$ cat src/hw/rtl/bmfp_pkg.sv
// Package for the battery monitor frame parser.
// Holds the front-to-back event type, result kinds, frame layout, queue depth
// and the tag, length and kind tables. It depends on nothing else.
package bmfp_pkg;

    // Result kinds
    localparam logic [3:0] KIND_CELL      = 4'd0;
    localparam logic [3:0] KIND_TEMP_FET  = 4'd1;
    localparam logic [3:0] KIND_TEMP_B1   = 4'd2;
    localparam logic [3:0] KIND_TEMP_B2   = 4'd3;
    localparam logic [3:0] KIND_PACK_MV   = 4'd4;
    localparam logic [3:0] KIND_CURRENT   = 4'd5;
    localparam logic [3:0] KIND_SOC       = 4'd6;
    localparam logic [3:0] KIND_CYCLES    = 4'd7;
    localparam logic [3:0] KIND_CAPACITY  = 4'd8;
    localparam logic [3:0] KIND_WARNINGS  = 4'd9;
    localparam logic [3:0] KIND_STATUS    = 4'd10;
    localparam logic [3:0] KIND_TAG_ERR   = 4'd11;
    localparam logic [3:0] KIND_COUNT_WRN = 4'd12;
    localparam logic [3:0] KIND_SKIP      = 4'd15;

    // Frame layout
    localparam logic [3:0] HDR_LEN     = 4'd11;
    localparam logic [3:0] NUM_FIELDS  = 4'd13;
    localparam logic [3:0] LAST_FIELD  = 4'd12;

    // Event queue between front and back
    localparam int QDEPTH = 4;
    localparam int QPTR_W = $clog2(QDEPTH);

    // One parsed field, not yet decoded
    typedef struct packed {
        logic [3:0]  kind;
        logic [4:0]  idx;
        logic [31:0] raw;
        logic        last;
    } event_t;

    // Expected tag of each field slot
    function automatic logic [7:0] fld_tag(input logic [3:0] f);
        logic [7:0] t;
        unique case (f)
            4'd0:    t = 8'h79;
            4'd1:    t = 8'h80;
            4'd2:    t = 8'h81;
            4'd3:    t = 8'h82;
            4'd4:    t = 8'h83;
            4'd5:    t = 8'h84;
            4'd6:    t = 8'h85;
            4'd7:    t = 8'h86;
            4'd8:    t = 8'h87;
            4'd9:    t = 8'h89;
            4'd10:   t = 8'h8a;
            4'd11:   t = 8'h8b;
            4'd12:   t = 8'h8c;
            default: t = 8'h00;
        endcase
        return t;
    endfunction

    // Data length in bytes of each field slot
    function automatic logic [3:0] fld_len(input logic [3:0] f);
        logic [3:0] n;
        unique case (f)
            4'd0, 4'd6, 4'd7: n = 4'd1;
            4'd9:             n = 4'd4;
            default:          n = 4'd2;
        endcase
        return n;
    endfunction

    // Result kind of each field slot
    function automatic logic [3:0] fld_kind(input logic [3:0] f);
        logic [3:0] k;
        unique case (f)
            4'd0:    k = KIND_CELL;
            4'd1:    k = KIND_TEMP_FET;
            4'd2:    k = KIND_TEMP_B1;
            4'd3:    k = KIND_TEMP_B2;
            4'd4:    k = KIND_PACK_MV;
            4'd5:    k = KIND_CURRENT;
            4'd6:    k = KIND_SOC;
            4'd8:    k = KIND_CYCLES;
            4'd9:    k = KIND_CAPACITY;
            4'd11:   k = KIND_WARNINGS;
            4'd12:   k = KIND_STATUS;
            default: k = KIND_SKIP;
        endcase
        return k;
    endfunction

endpackage

$ cat src/hw/rtl/bmfp_front.sv
// Front end of the frame parser: walks the frame byte by byte, checks tags,
// gathers big-endian fields and pushes a raw event for each non-skipped field,
// each tag error and each cell count warning. Depends on bmfp_pkg.
module bmfp_front
    import bmfp_pkg::*;
#(
    parameter int CELLS = 16
) (
    input  logic       aclk,
    input  logic       aresetn,
    input  logic       byte_valid,
    input  logic [7:0] byte_data,
    input  logic       frame_start,
    output logic       ev_valid,
    output event_t     ev
);

    // Phase codes; field slots use 2..27 (tag/data pairs)
    localparam logic [4:0] PH_IDLE   = 5'd0;
    localparam logic [4:0] PH_HEADER = 5'd1;
    localparam logic [4:0] PH_FIRST  = 5'd2;
    localparam logic [4:0] PH_PACK   = 5'd4;
    localparam logic [4:0] PH_LASTF  = 5'd27;
    localparam logic [4:0] PH_CELLS  = 5'd28;

    logic [4:0]  phase_reg, phase_next;
    logic [3:0]  pos_reg, pos_next;
    logic [6:0]  remain_reg, remain_next;
    logic [6:0]  ccount_reg, ccount_next;
    logic [31:0] gather_reg, gather_next;

    logic [4:0]  rel;
    logic [3:0]  f;
    logic [3:0]  pos_inc;
    logic [31:0] gather_shift;
    logic [15:0] div_prod;
    logic [6:0]  cnt;
    logic [3:0]  fkind;

    assign rel          = phase_reg - PH_FIRST;
    assign f            = rel[4:1];
    assign pos_inc      = pos_reg + 4'd1;
    assign gather_shift = {gather_reg[23:0], byte_data};
    // byte / 3 as a reciprocal multiply, exact for 8-bit input
    assign div_prod     = {8'd0, byte_data} * 16'd171;
    assign cnt          = div_prod[15:9];
    assign fkind        = fld_kind(f);

    // Next-state and event logic
    always_comb begin
        phase_next  = phase_reg;
        pos_next    = pos_reg;
        remain_next = remain_reg;
        ccount_next = ccount_reg;
        gather_next = gather_reg;
        ev_valid    = 1'b0;
        ev          = '0;
        if (byte_valid) begin
            priority if (frame_start) begin
                phase_next  = PH_HEADER;
                pos_next    = 4'd1;
                remain_next = '0;
                ccount_next = '0;
                gather_next = '0;
            end else if (phase_reg == PH_IDLE) begin
                phase_next = PH_IDLE;
            end else if (phase_reg == PH_HEADER) begin
                pos_next = pos_inc;
                if (pos_inc >= HDR_LEN) begin
                    phase_next = PH_FIRST;
                    pos_next   = '0;
                end
            end else if (phase_reg == PH_CELLS) begin
                priority if (pos_reg == 4'd0) begin
                    pos_next    = 4'd1;
                    gather_next = '0;
                end else if (pos_reg == 4'd1) begin
                    gather_next = gather_shift;
                    pos_next    = 4'd2;
                end else begin
                    gather_next = gather_shift;
                    pos_next    = '0;
                    if (ccount_reg < 7'(CELLS)) begin
                        ev_valid = 1'b1;
                        ev.kind  = KIND_CELL;
                        ev.idx   = ccount_reg[4:0];
                        ev.raw   = {16'd0, gather_shift[15:0]};
                        ev.last  = 1'b0;
                    end
                    ccount_next = ccount_reg + 7'd1;
                    remain_next = remain_reg - 7'd1;
                    if (remain_reg == 7'd1) begin
                        phase_next = PH_PACK;
                    end
                end
            end else if (phase_reg < PH_FIRST || phase_reg > PH_LASTF) begin
                phase_next = PH_IDLE;
            end else if (!rel[0]) begin
                // Tag byte
                if (byte_data != fld_tag(f)) begin
                    ev_valid   = 1'b1;
                    ev.kind    = KIND_TAG_ERR;
                    ev.raw     = {24'd0, fld_tag(f)};
                    ev.last    = 1'b1;
                    phase_next = PH_IDLE;
                end else begin
                    phase_next  = phase_reg + 5'd1;
                    pos_next    = '0;
                    gather_next = '0;
                end
            end else if (f == 4'd0) begin
                // Cell count byte
                remain_next = cnt;
                ccount_next = '0;
                pos_next    = '0;
                phase_next  = (cnt != 7'd0) ? PH_CELLS : PH_PACK;
                if (cnt != 7'(CELLS)) begin
                    ev_valid = 1'b1;
                    ev.kind  = KIND_COUNT_WRN;
                    ev.raw   = {25'd0, cnt};
                end
            end else begin
                // Field data byte
                gather_next = gather_shift;
                pos_next    = pos_inc;
                if (pos_inc >= fld_len(f)) begin
                    pos_next   = '0;
                    phase_next = (f == LAST_FIELD) ? PH_IDLE : phase_reg + 5'd1;
                    if (fkind != KIND_SKIP) begin
                        ev_valid = 1'b1;
                        ev.kind  = fkind;
                        ev.raw   = gather_shift;
                        ev.last  = (f == LAST_FIELD);
                    end
                end
            end
        end
    end

    // State registers
    always_ff @(posedge aclk) begin
        if (!aresetn) begin
            phase_reg  <= PH_IDLE;
            pos_reg    <= '0;
            remain_reg <= '0;
            ccount_reg <= '0;
            gather_reg <= '0;
        end else begin
            phase_reg  <= phase_next;
            pos_reg    <= pos_next;
            remain_reg <= remain_next;
            ccount_reg <= ccount_next;
            gather_reg <= gather_next;
        end
    end

endmodule

$ cat src/hw/rtl/bmfp_queue.sv
// Short event queue between the parser front and the decode back end.
// Depends on bmfp_pkg for the event type and depth.
module bmfp_queue
    import bmfp_pkg::*;
(
    input  logic   aclk,
    input  logic   aresetn,
    input  logic   push,
    input  event_t push_data,
    output logic   not_full,
    input  logic   pop,
    output logic   head_valid,
    output event_t head
);

    event_t              mem [QDEPTH];
    logic [QPTR_W-1:0]   wr_ptr_reg, rd_ptr_reg;
    logic [QPTR_W:0]     count_reg, count_next;
    logic                do_push, do_pop;

    assign not_full   = (count_reg < (QPTR_W+1)'(QDEPTH));
    assign head_valid = (count_reg != '0);
    assign head       = mem[rd_ptr_reg];
    assign do_push    = push && not_full;
    assign do_pop     = pop && head_valid;

    always_comb begin
        count_next = count_reg;
        unique case ({do_push, do_pop})
            2'b10:   count_next = count_reg + (QPTR_W+1)'(1);
            2'b01:   count_next = count_reg - (QPTR_W+1)'(1);
            default: count_next = count_reg;
        endcase
    end

    // Storage
    always_ff @(posedge aclk) begin
        if (do_push) begin
            mem[wr_ptr_reg] <= push_data;
        end
    end

    // Pointers and fill count
    always_ff @(posedge aclk) begin
        if (!aresetn) begin
            wr_ptr_reg <= '0;
            rd_ptr_reg <= '0;
            count_reg  <= '0;
        end else begin
            if (do_push) begin
                wr_ptr_reg <= wr_ptr_reg + QPTR_W'(1);
            end
            if (do_pop) begin
                rd_ptr_reg <= rd_ptr_reg + QPTR_W'(1);
            end
            count_reg <= count_next;
        end
    end

endmodule

$ cat src/hw/rtl/bmfp_back.sv
// Back end of the frame parser: decodes raw field events (temperatures,
// scaled voltage and current) into a registered result stage.
// Depends on bmfp_pkg.
module bmfp_back
    import bmfp_pkg::*;
(
    input  logic         aclk,
    input  logic         aresetn,
    input  logic         head_valid,
    input  event_t       head,
    output logic         pop,
    output logic         out_valid,
    input  logic         out_ready,
    output logic [3:0]   out_kind,
    output logic [4:0]   out_idx,
    output logic [32:0]  out_value,
    output logic         out_last
);

    logic        valid_reg;
    logic [3:0]  kind_reg;
    logic [4:0]  idx_reg;
    logic [32:0] value_reg, value_next;
    logic        last_reg;
    logic        load;

    logic [7:0]  temp8;
    logic [32:0] times10;

    assign load = !valid_reg || out_ready;
    assign pop  = load && head_valid;

    // Temperature fold and x10 scaling
    assign temp8   = (head.raw > 32'd100) ? (8'd100 - head.raw[7:0]) : head.raw[7:0];
    assign times10 = {1'b0, head.raw[28:0], 3'b000} + {1'b0, head.raw[30:0], 1'b0};

    always_comb begin
        unique case (head.kind)
            KIND_TEMP_FET, KIND_TEMP_B1, KIND_TEMP_B2:
                value_next = {{25{temp8[7]}}, temp8};
            KIND_PACK_MV:
                value_next = times10;
            KIND_CURRENT:
                value_next = head.raw[15] ? (33'd0 - times10) : times10;
            default:
                value_next = {1'b0, head.raw};
        endcase
    end

    // Result register
    always_ff @(posedge aclk) begin
        if (!aresetn) begin
            valid_reg <= 1'b0;
        end else if (load) begin
            valid_reg <= head_valid;
        end
    end

    always_ff @(posedge aclk) begin
        if (pop) begin
            kind_reg  <= head.kind;
            idx_reg   <= head.idx;
            value_reg <= value_next;
            last_reg  <= head.last;
        end
    end

    assign out_valid = valid_reg;
    assign out_kind  = kind_reg;
    assign out_idx   = idx_reg;
    assign out_value = value_reg;
    assign out_last  = last_reg;

endmodule

$ cat src/hw/rtl/battery_monitor_frame_parser.sv
// Battery monitor status frame parser, top level.
// Throughput: one byte per cycle while the event queue is not full; the front takes each byte as it is accepted.
// Path: the byte that finishes a field makes an event in the front, which is written
// into the 4-entry event queue, then decoded into the output register.
// Reset: synchronous, active-low aresetn returns the parser to idle and empties
// the queue and output stage; no memory clearing pass is needed.
module battery_monitor_frame_parser
    import bmfp_pkg::*;
#(
    parameter int CELLS = 16
) (
    input  logic        aclk,
    input  logic        aresetn,
    input  logic        s_tvalid,
    output logic        s_tready,
    input  logic [7:0]  s_tdata,   // [7:0] byte_in
    input  logic        s_tuser,   // [0] frame_start
    output logic        m_tvalid,
    input  logic        m_tready,
    output logic [39:0] m_tdata,   // [4:0] cell_index, [37:5] value, [39:38] zero
    output logic [3:0]  m_tuser,   // [3:0] item_kind
    output logic        m_tlast
);

    logic   ev_valid;
    event_t ev;
    logic   q_not_full;
    logic   q_pop;
    logic   q_head_valid;
    event_t q_head;
    logic   [4:0]  out_idx;
    logic   [32:0] out_value;

    assign s_tready = q_not_full;

    bmfp_front #(
        .CELLS(CELLS)
    ) u_front (
        .aclk        (aclk),
        .aresetn     (aresetn),
        .byte_valid  (s_tvalid && s_tready),
        .byte_data   (s_tdata),
        .frame_start (s_tuser),
        .ev_valid    (ev_valid),
        .ev          (ev)
    );

    bmfp_queue u_queue (
        .aclk       (aclk),
        .aresetn    (aresetn),
        .push       (ev_valid),
        .push_data  (ev),
        .not_full   (q_not_full),
        .pop        (q_pop),
        .head_valid (q_head_valid),
        .head       (q_head)
    );

    bmfp_back u_back (
        .aclk       (aclk),
        .aresetn    (aresetn),
        .head_valid (q_head_valid),
        .head       (q_head),
        .pop        (q_pop),
        .out_valid  (m_tvalid),
        .out_ready  (m_tready),
        .out_kind   (m_tuser),
        .out_idx    (out_idx),
        .out_value  (out_value),
        .out_last   (m_tlast)
    );

    assign m_tdata = {2'b00, out_value, out_idx};

endmodule

$ cat config.mk
export PLATFORM = sky130hd
export DESIGN_NAME = battery_monitor_frame_parser
export DESIGN_NICKNAME = d
export VERILOG_FILES = /design/src/hw/rtl/bmfp_pkg.sv /design/src/hw/rtl/bmfp_front.sv /design/src/hw/rtl/bmfp_queue.sv /design/src/hw/rtl/bmfp_back.sv /design/src/hw/rtl/battery_monitor_frame_parser.sv
export SDC_FILE = /design/constraint.sdc
export NUM_CORES = 1
export LEC_CHECK = 0
export BUFFER_PORTS_ARGS = -buffer_cell sky130_fd_sc_hd__clkbuf_2
export CAP_MARGIN = 20
export CORE_MARGIN = 3
export CORE_UTILIZATION = 63
export DETAILED_ROUTE_END_ITERATION = 8
export GPL_TIMING_DRIVEN = 0
export PLACE_DENSITY_LB_ADDON = 0.2
export REMOVE_ABC_BUFFERS = 1
export SYNTH_ARGS = -nofsm -noshare
export SYNTH_HDL_FRONTEND = slang
export SYNTH_SLANG_ARGS = --single-unit
export TNS_END_PERCENT = 30
$ cat constraint.sdc
create_clock -name aclk -period 19.8 [get_ports aclk]
set_clock_uncertainty 0.15 [all_clocks]
set_input_delay 2.97 -clock aclk [delete_from_list [all_inputs] [get_ports aclk]]
set_output_delay 2.97 -clock aclk [all_outputs]
set_load 0.02 [all_outputs]
Yosys cells after proc, flatten, opt, wreduce, memory -nomap -nowiden
Memories as Yosys holds them, arrays and structs flattened. A register that Yosys moved wholly into a read port is not among the register bits.
Index checks and enable logic that the tools add are counted.
{ "word_totals": {"latchBits": 0, "input_bits": 13, "ff_bits": 98, "mem_count": 4, "rom_bits": 320, "mem_bits_rw": 168, "word_cells": 208} }
{ "op_classes": {"order_cmp": 7, "eq_ne": 32, "shifts": 0, "n_addsub": 12, "n_reduce_logical": 21, "n_mux": 118, "n_bitwise": 0, "n_div": 0, "mul": 1} }
{ "memory_table": {"columns": ["memory", "words", "word_bits", "read_ports", "rd_ports_with_merged_regs", "wr", "line", "rtl"], "rows": [
  ["u_queue.mem", 4, 42, 1, 1, 1, "bmfp_queue.sv:16", "event_t mem [QDEPTH];"],
  ["(name not given)", 16, 8, 1, 0, 0, "bmfp_pkg.sv:42", "unique case (f)"],
  ["(name not given)", 16, 8, 1, 0, 0, "bmfp_pkg.sv:42", null],
  ["(name not given)", 16, 4, 1, 0, 0, "bmfp_pkg.sv:75", "unique case (f)"]
]} }
{ "ops": {"columns": ["operator", "count"], "rows": [
  ["42-bit 2-to-1 mux", 6],
  ["24-bit 2-to-1 mux", 9],
  ["33-bit 2-to-1 mux", 6],
  ["7-bit 2-to-1 mux", 19],
  ["4-bit 2-to-1 mux", 27],
  ["33-bit case mux with 3 select lines", 1],
  ["5-bit 2-to-1 mux", 16],
  ["8-bit 2-to-1 mux", 8],
  ["38-bit 2-to-1 mux", 1],
  ["32-bit by 32-bit adder with 33-bit output", 1],
  ["1-bit by 33-bit subtractor with 33-bit output, first input constant", 1],
  ["32-bit by 7-bit greater-than comparator with 1-bit output, second input constant", 1],
  ["32-bit 2-to-1 mux", 1],
  ["1-bit 2-to-1 mux", 18],
  ["4-bit by 3-bit equality test with 1-bit output, second input constant", 4],
  ["8-bit by 8-bit multiplier with 16-bit output, second input constant", 1],
  ["5-bit by 3-bit inequality test with 1-bit output, second input constant", 3],
  ["3-bit case mux with 2 select lines", 2],
  ["6-bit AND reduction", 2],
  ["9-bit 2-to-1 mux", 1],
  ["3-bit nonzero test", 3],
  ["4-bit by 1-bit equality test with 1-bit output, second input constant", 2],
  ["4-bit by 2-bit equality test with 1-bit output, second input constant", 2],
  ["4-bit equality test, second input constant", 2],
  ["other kinds (41)", 54]
]} }

Depth between registers and ports, before layout
Gate-level depths: netlist of the first run.
{ "logic_depth": {"depth_word": 25, "depth_mapped": 22, "depth_no_buf": 21} }

Modules after synthesis
A second synthesis of the first run with hierarchy kept.
{ "hier_totals": {"hier_cells": 1465, "hier_area_um2": 16230.6} }
{ "modules_own_cells": {"columns": ["mod", "n_inst", "cells_per_inst", "seq_area_each_um2", "area_each_um2"], "rows": [
  ["bmfp_queue", 1, 269, 5225.0, 6586.3],
  ["bmfp_front", 1, 655, 940.9, 5103.6],
  ["bmfp_back", 1, 537, 1311.3, 4515.6],
  ["battery_monitor_frame_parser", 1, 4, 0.0, 25.0]
]} }

Least setup slack after synthesis of the first run
Ideal clock, no wire load.
{ "synth_path": {"path_type": "in2reg", "startpoint": "in s_tdata[1]", "endpoint": "mem u_queue.mem[0][0] (netlist name), enable pin", "setup_ps": 447, "arrival_time_ps": 8448, "cell_stages": 14, "path_slack_ps": 10756, "path_cell_list": "ha_1 -> fa_1 -> fa_1 -> fa_1 -> ha_1 -> a21oi_1 -> o21bai_1 -> a21oi_1 -> a211oi_1 -> a211oi_1 -> nor4b_4 -> nand4_1 -> a31oi_4 -> nor2b_1"} }
{ "synth_between": {"elab_chain_len": 14, "elab_cells_between_ends": 16, "cone_classes": "mul (1); eq/ne (2); mux (12); reduce/logical (1)"} }
{ "synth_lines": {"columns": ["item", "line", "rtl"], "rows": [
  ["start: declaration", "battery_monitor_frame_parser.sv:16", "input logic [7:0] s_tdata,"],
  ["8-bit by 8-bit multiplier with 16-bit output", "bmfp_front.sv:45", "assign div_prod = {8'd0, byte_data} * 16'd171;"],
  ["7-bit by 5-bit inequality test with 1-bit output", "bmfp_front.sv:117", "if (cnt != 7'(CELLS)) begin"],
  ["1-bit 2-to-1 mux", "bmfp_front.sv:117", null],
  ["1-bit 2-to-1 mux", "bmfp_front.sv:111", "end else if (f == 4'd0) begin"],
  ["1-bit 2-to-1 mux *", "bmfp_front.sv:98", "end else if (!rel[0]) begin"],
  ["1-bit 2-to-1 mux *", "bmfp_front.sv:96", "end else if (phase_reg < PH_FIRST || phase_reg > PH_LASTF) begin"],
  ["1-bit 2-to-1 mux *", "bmfp_front.sv:73", "end else if (phase_reg == PH_CELLS) begin"],
  ["1-bit 2-to-1 mux *", "bmfp_front.sv:67", "end else if (phase_reg == PH_HEADER) begin"],
  ["1-bit 2-to-1 mux *", "bmfp_front.sv:65", "end else if (phase_reg == PH_IDLE) begin"],
  ["1-bit 2-to-1 mux *", "bmfp_front.sv:59", "priority if (frame_start) begin"],
  ["1-bit 2-to-1 mux *", "bmfp_front.sv:58", "if (byte_valid) begin"],
  ["1-bit logical AND *", "bmfp_queue.sv:24", "assign do_push = push && not_full;"],
  ["1-bit 2-to-1 mux *", "bmfp_queue.sv:38", "if (do_push) begin"],
  ["1-bit 2-to-1 mux (implied by the code) *", "bmfp_queue.sv:39", "mem[wr_ptr_reg] <= push_data;"],
  ["end: declaration", "bmfp_queue.sv:16", null]
]} }
Mark *: on every way between the ends. The rest lies on a longest branch, timed or not.

Worst setup path after layout of the first run
{ "layout_path": {"startpoint": "in s_tdata[1]", "endpoint": "reg u_queue.count_reg[2]"} }
{ "layout_between": {"elab_chain_len": 14, "elab_cells_between_ends": 18, "cone_classes": "mul (1); eq/ne (4); mux (11); reduce/logical (2)"} }
{ "layout_lines": {"columns": ["item", "line", "rtl"], "rows": [
  ["8-bit by 8-bit multiplier with 16-bit output", "bmfp_front.sv:45", null],
  ["7-bit by 5-bit inequality test with 1-bit output", "bmfp_front.sv:117", null],
  ["1-bit 2-to-1 mux", "bmfp_front.sv:117", null],
  ["1-bit 2-to-1 mux", "bmfp_front.sv:111", null],
  ["1-bit 2-to-1 mux *", "bmfp_front.sv:98", null],
  ["1-bit 2-to-1 mux *", "bmfp_front.sv:96", null],
  ["1-bit 2-to-1 mux *", "bmfp_front.sv:73", null],
  ["1-bit 2-to-1 mux *", "bmfp_front.sv:67", null],
  ["1-bit 2-to-1 mux *", "bmfp_front.sv:65", null],
  ["1-bit 2-to-1 mux *", "bmfp_front.sv:59", null],
  ["1-bit 2-to-1 mux *", "bmfp_front.sv:58", null],
  ["1-bit logical AND *", "bmfp_queue.sv:24", null],
  ["2-bit by 1-bit equality test with 1-bit output / 2-bit equality test (equally long branches)", "bmfp_queue.sv:29", "unique case ({do_push, do_pop})"],
  ["3-bit case mux with 2 select lines / 2-bit nonzero test (equally long branches)", null, null],
  ["end signal: assignment", "bmfp_queue.sv:56", "count_reg <= count_next;"],
  ["end: declaration", "bmfp_queue.sv:18", "logic [QPTR_W:0] count_reg, count_next;"]
]} }
Marked as above.
A chain may end at the register's enable or synchronous reset.

==> impl_metrics.yaml, run 1 <==
cts:
  cts_tree: "done"
  post_cts_buffers: 0
  cts_resized: 0
  clock_latency_ns: 0.56
  clkSinkCount: 268
  cts_buffers: 27
  ctsLongestPathBuffers: 3
  htree_num_levels: 1
  cts-hold-fix-buffers: 0
  cts_root_buffer: "clkbuf_16"
  clkTransAtPathRegs_ns: 0.06
finish:
  final_cells: 1828
  n_antenna_cell: 0
  fin_util_pct: 71.4
  syn_to_final_growth_pct: 9.88
  drive_gt1_share_pct: 13.4
  final_area_mm2: 0.0176
  largest_reg_flops: 168
  final_nets: 1606
critical_path:
  ff2ff_path_depth: 20
  critical_path.endpoint_type: "register"
  rr_startpoint: "u_front.phase_reg[1]"
  cpMostUsedCell: "fa_1"
  crit_chain: "clkbuf_2, ha_1, fa_1, fa_1, fa_1, ha_1, a21oi_1, o21bai_1, a21oi_1, a211oi_1, a311o_1, nor4b_4, nand4_1, a31oi_4, ha_1, inv_1, fa_1, xor2_1, or3_1, a21boi_0"
  crit_required_ns: 20.10
  r2r_setup_slack_ns: 13.28
  critPathKind: "primary input to register"
  crit_buf_inv: 2
  crit_path_start_kind: "primary input"
  cp.arrival_ns: 9.15
  slowest_stage: "fa_1"
  slowest_delay_ns: 0.51
  reg2reg_to: "u_queue.count_reg[2]"
  path_max_fanout: 8
  cp_top_family: "adder cells"
logic_synthesis:
  synth.distinct_cells: 99
  ys_seq_area_share_pct: 46.6
  synth_top_flop_cell: "edfxtp_1"
  ys_ff_latch: 268
  async_flop_share_pct: 0
  synth-warning-count: 0
  mappedNetlistArea_mm2: 0.0160
  postSynthAreaPerCell_um2: 11.1
  syn_inst: 1449
  synth-edff-count: 211
floorplanning:
  floorplan.die_area_mm2: 0.0274
  dieHeight_um: 166
  core_mm2: 0.0247
  placementRows: 57
  pin_count: 60
  initial_utilization_pct: 65.0
  die_w_um: 166
sta:
  fmax_mhz: 113
  hold_viol: 0
  rsz0062_at_grt: "false"
  setup_viol: 0
  relSlewSlack_pct: 24.0
  tightest_slew_ns: 1.13
  drv_slew: 0
  period_minus_slack_ns: 8.85
  finalCritPeriodShare_pct: 44.7
  finalSetupTns_ns: 0
placement:
  hpwl_mm: 26.3
  routabilityCongestion: 0.940
  placed_area_mm2: 0.0167
  dp.cells: 1776
  port_buffers: 57
global_route:
  grt_overflow_total: 0
  grt_pass1_vias: 11600
  grt_start_max_net_pins: 60
  groute.usage.overall_pct: 27.7
  grt_antenna_before_repair: 0
  grt_pass1_wl_mm: 60.1
worst_hold_path:
  hp-class: "register to register"
  min_path_cells: 2
  hp-start: "u_front.gather_reg[3]"
  whs_endpoint: "u_front.gather_reg[3]"
detailed_routing:
  routedWlPerCell_um: 20.5
  dr.pass1.iters: 5
  drt-vias-per-instance: 6.49
  drt_iter0_markers: 1208
  wirelength_mm: 37.6
  postRouteAntennaNets: 0
  vias: 11900
  drcViolationCount: 0
run_status:
  status: "finished, final reports clean"
power_and_ir_drop:
  p_per_area_mw_per_mm2: 126
  p_leak_nw: 6.17
  p_total_mw: 2.23
  vdd_ir_drop_max_mv: 0.113
job:
  maxCapViolCount: 0
synthesized netlist by cell type, types with 10 or more instances:
library cell | count | area (µm²)
o21ai_1 | 12 | 60.1
nor3_1 | 26 | 130
inv_1 | 51 | 191
nand2b_1 | 10 | 62.6
clkbuf_1 | 41 | 154
and3_1 | 13 | 81.3
a21boi_0 | 11 | 82.6
nor4_1 | 11 | 68.8
o21ai_0 | 89 | 445
edfxtp_1 | 211 | 6340
nor2_1 | 87 | 327
xnor2_1 | 40 | 350
nand2_1 | 106 | 398
a21oi_1 | 100 | 500
xor2_1 | 29 | 254
dfxtp_1 | 57 | 1140
fa_1 | 14 | 280
and2_1 | 50 | 313
ha_1 | 96 | 1200
a31oi_1 | 11 | 68.8
buf_2 | 17 | 85.1
mux4_2 | 42 | 946
nand3_1 | 58 | 290
nand4_1 | 16 | 100
nor2b_1 | 25 | 156
a21o_1 | 23 | 173
cells by family after synthesis:
family | synth area share, %
adders and majority gates | 9.24
xor gates and xnor gates | 4.01
other | 0.0234
AOI/OAI and AO/OA | 15.4
and+or+nand+nor | 15.0
buffers and inverters | 3.32
DFF | 46.6
muxes | 6.34
worst max-delay path by stage:
stage	start	end	slack (ns)	cells past startpoint
finish	s_tdata[1]	u_queue.count_reg[2]	10.95	20
CTS	s_tdata[1]	u_queue.count_reg[2]	10.98	20
floorplan	s_tdata[1]	u_queue.mem[0][0]	10.75	14
detailed placement	s_tdata[1]	u_queue.count_reg[2]	10.44	20
global route	s_tdata[1]	u_queue.count_reg[2]	10.65	20
global placement	s_tdata[1]	u_queue.mem[3][35]	8.52	15
report_power, final:
part | internal [mW] | leakage [nW] | total (mW) | switching [mW]
clock | 0.311 | 0.452 | 0.526 | 0.216
combinational | 0.381 | 3.35 | 0.992 | 0.611
sequential | 0.672 | 2.37 | 0.707 | 0.0352
total | 1.36 | 6.17 | 2.23 | 0.862
tightest hold or removal path, stage by stage, from the launching register on:
cell and delay [ns]:
dfxtp_1 0.31, nand3_1 0.06, o21ai_1 0.05
cell usage in the layout, fill, tap and decap left out, types with 6 or more instances in the layout:
cell type  count
or3_1          8
o21ai_0       88
buf_12         7
inv_1         51
a21boi_0      11
clkbuf_16     27
o211ai_1       9
a31oi_1       11
a21o_1        23
xnor2_1       40
and3_1        13
nand2b_1      10
mux4_2        42
o21ai_1       13
nor4_1        10
and4_1         6
nor2b_1       21
a211o_1        6
nor2_1        86
a22oi_1        7
nand3_1       58
a21oi_1       99
edfxtp_1     211
ha_1          96
dfxtp_1       55
o21a_1         6
fa_1          14
a221o_1        8
clkbuf_1       6
nand2_1      106
conb_1         6
nor3_1        24
clkbuf_2      57
o31ai_1        9
mux2i_1        7
xor2_1        29
a211oi_1       9
and2_1        50
nand4_1       16
metal layers:
layer  share of wire, %  GRT usage (%)  wire (µm)
met3                6.5           3.62       2430
met4                2.7           9.72       1030
met1                 40           35.9      15100
met5                  0              0          0
met2                 51           48.1      19000
layout make-up:
type                       instances  area [µm²]
clock buffer                      34         712
sequential                       268        7480
fill                            1799        7060
tap                              324         405
multi-input combinational       1064        8110
inverter                          51         191
timing repair buffer              71         507
clock inverter                    16         211
stage by stage:
stage	hold WS [ns]	worst slack (ns)
floorplan	0.282	10.75
global placement	0.300	8.52
detailed placement	0.307	10.44
CTS	0.322	10.98
global route	0.347	10.65
finish	0.319	10.95
(Power assumes the default switching activity.)
==> inputs of run 2 (changes only) <==
ABC_AREA = 1   (was unset)
CORE_UTILIZATION = 57   (was 63)
clock period = 7.7 ns   (was 19.8 ns; I/O delays follow)
==> run 2 against run 1 <==
  * Global-route usage shrank 1.3 points
  * Area after synthesis grew 7.8%
  * Via count grew 24%
  * Combinational power grew to 5.2 times the previous value
  * Critical path type unchanged
  * Critical path depth grew 4
  * Sequential cell count is the same
  * Die area grew 18%
  * Wire length grew 17%
==> impl_metrics.yaml, run 2 <==
logic_synthesis:
  yosysMostFrequentCell: "nand2_1"
  syn_inst: 2182
  synth-edff-count: 211
  ys_seq_area_share_pct: 43.3
  synth.distinct_cells: 59
  synth_area_leaders: "edfxtp_1 (37%), nand2_1 (13%), inv_1 (7.2%)"
  synth_area_leader_cell: "edfxtp_1"
  synth_commonest_cells: "nand2_1 (576), inv_1 (333), edfxtp_1 (211)"
  synth_top_flop_cell: "edfxtp_1"
  ys_ff_latch: 268
  async_flop_share_pct: 0
  synth-warning-count: 0
  postSynthAreaPerCell_um2: 7.92
  mappedNetlistArea_mm2: 0.0173
  yosys.area.top_type_share_pct: 36.7
power_and_ir_drop:
  p_per_area_mw_per_mm2: 448
  vdd_ir_drop_max_mv: 0.264
  p_total_mw: 8.53
  p_leak_nw: 8.32
sta:
  hold_viol: 0
  tightest_slew_ns: 1.13
  relSlewSlack_pct: 24.8
  fin_hold_ws_ns: 0.309
  fmax_mhz: 158
  rsz0062_at_grt: "false"
  finalCritPeriodShare_pct: 82.1
  finalSetupTns_ns: 0
  fin_ws_ns: 1.38
  period_minus_slack_ns: 6.32
  setup_viol: 0
  drv_slew: 0
critical_path:
  crit_required_ns: 7.99
  critPathKind: "primary input to register"
  critical_path.endpoint_type: "register"
  path_max_fanout: 6
  cp.arrival_ns: 6.61
  ff2ff_path_depth: 24
  reg2reg_to: "u_back.out_value[32]"
  r2r_setup_slack_ns: 1.70
  crit_path_start_kind: "primary input"
global_route:
  groute.usage.overall_pct: 26.4
  grt_pass1_wl_mm: 70.8
  grt_antenna_before_repair: 0
  grt_start_max_net_pins: 64
  grt_overflow_total: 0
  grt_pass1_vias: 14300
finish:
  syn_to_final_growth_pct: 10.0
  final_area_mm2: 0.0190
  final_nets: 2350
  n_antenna_cell: 0
  drive_gt1_share_pct: 9.02
  largest_reg_flops: 168
  final_common_cell: "nand2_1"
  final_cell_mix: "nand2_1 (576), inv_1 (333), edfxtp_1 (211)"
worst_hold_path:
  min_path_cells: 2
  hp-class: "register to register"
  hp-start: "u_queue.rd_ptr_reg[1]"
placement:
  hpwl_mm: 32.6
  dp_slack_ns: 0.841
  port_buffers: 57
  placed_area_mm2: 0.0180
  routabilityCongestion: 0.917
cts:
  clock_latency_ns: 0.55
  cts-hold-fix-buffers: 0
  cts_buffers: 29
  ctsLongestPathBuffers: 3
  clkSinkCount: 268
  cts_resized: 0
  htree_num_levels: 1
  cts_tree: "done"
  clkTransAtPathRegs_ns: 0.06
  cts_root_buffer: "clkbuf_16"
  post_cts_buffers: 0
floorplanning:
  initial_utilization_pct: 58.0
  placementRows: 63
  core_mm2: 0.0298
  die_w_um: 180
  floorplan.die_area_mm2: 0.0324
  dieHeight_um: 180
  pin_count: 60
detailed_routing:
  drcViolationCount: 0
  vias: 14800
  wirelength_mm: 44.1
  drt_iter0_markers: 1085
  drt-vias-per-instance: 5.60
  postRouteAntennaNets: 0
  dr.pass1.iters: 6
  routedWlPerCell_um: 16.7
run_status:
  status: "finished, final reports clean"
job:
  maxCapViolCount: 0
run 2: cell count changes after synthesis, sizes merged, moves of 20 or more:
cell | previous run | this run
nor3 | 28 | 66
a21o | 23 | 1
inv | 51 | 345
nor2b | 25 | 0
nand2 | 107 | 584
xnor2 | 40 | 4
a21oi | 103 | 156
and2 | 51 | 7
clkbuf | 41 | 19
nand3 | 58 | 155
nor2 | 87 | 172
mux4 | 42 | 0
nand4 | 17 | 37
run 2: area by class of cell:
class                           instances  area [µm²]
Fill cell                            2621       10800
Clock inverter                         23         267
Sequential cell                       268        7480
Multi-Input combinational cell       1512        8210
Tap cell                              390         488
Inverter                              347        1310
Clock buffer                           31         733
Timing Repair Buffer                   69         529
run 2: routing by layer:
metal | track usage, % | up-vias | routed length (µm)
met3 | 3.07 | 95 | 2340
met5 | 0 | - | 0
li1 | - | 7334 | -
met2 | 48.5 | 445 | 22200
met1 | 32.2 | 6901 | 18200
met4 | 9.21 | 0 | 1430
run 2: worst max-delay path: stages:
cell,delay [ns]
clkbuf_2,0.22
ha_1,0.38
fa_1,0.54
fa_1,0.45
fa_1,0.45
ha_1,0.35
inv_1,0.08
o21ai_0,0.25
o21bai_1,0.18
a21oi_1,0.07
xor2_1,0.27
nand2_1,0.09
nor2_1,0.27
nand3_1,0.12
nand3b_1,0.21
nand2_1,0.14
inv_2,0.24
ha_1,0.19
inv_1,0.07
fa_1,0.39
a21oi_1,0.15
o21ai_0,0.13
o21ai_0,0.17
a21oi_1,0.05
run 2: power breakdown:
part	internal, mW	switching (mW)
logic	1.56	3.55
clock network	0.863	0.579
registers	1.85	0.115
run 2: worst max-delay path by stage:
stage / end / slack [ns] / from / cells after the start
detailed placement: u_queue.count_reg[2] / 0.84 / s_tdata[1] / 24
global placement: u_queue.mem[0][37] / -1.26 / s_tdata[1] / 19
global route: u_queue.count_reg[2] / 1.04 / s_tdata[1] / 26
CTS: u_queue.count_reg[2] / 1.42 / s_tdata[1] / 24
finish: u_queue.count_reg[2] / 1.38 / s_tdata[3] / 24
floorplan: u_queue.mem[0][0] / 0.91 / s_tdata[1] / 18
run 2: through the flow:
step | util (%) | std cells
floorplan | - | 2127
global placement | 59.5 | 2574
detailed placement | 60.4 | 2585
CTS | 63.8 | 2639
global route | 63.8 | 2640
finish | 63.8 | 2640
run 2: logic make-up after synthesis:
| logic type | count (synthesis) | synth area share, % |
|---|---|---|
| AOI/OAI and AO/OA | 336 | 11.3 |
| other | 1 | 0.0217 |
| and+or+nand+nor | 1039 | 26.2 |
| DFF | 268 | 43.3 |
| adders and majority gates | 110 | 8.57 |
| xor gates and xnor gates | 21 | 1.06 |
| buffers and inverters | 407 | 9.61 |
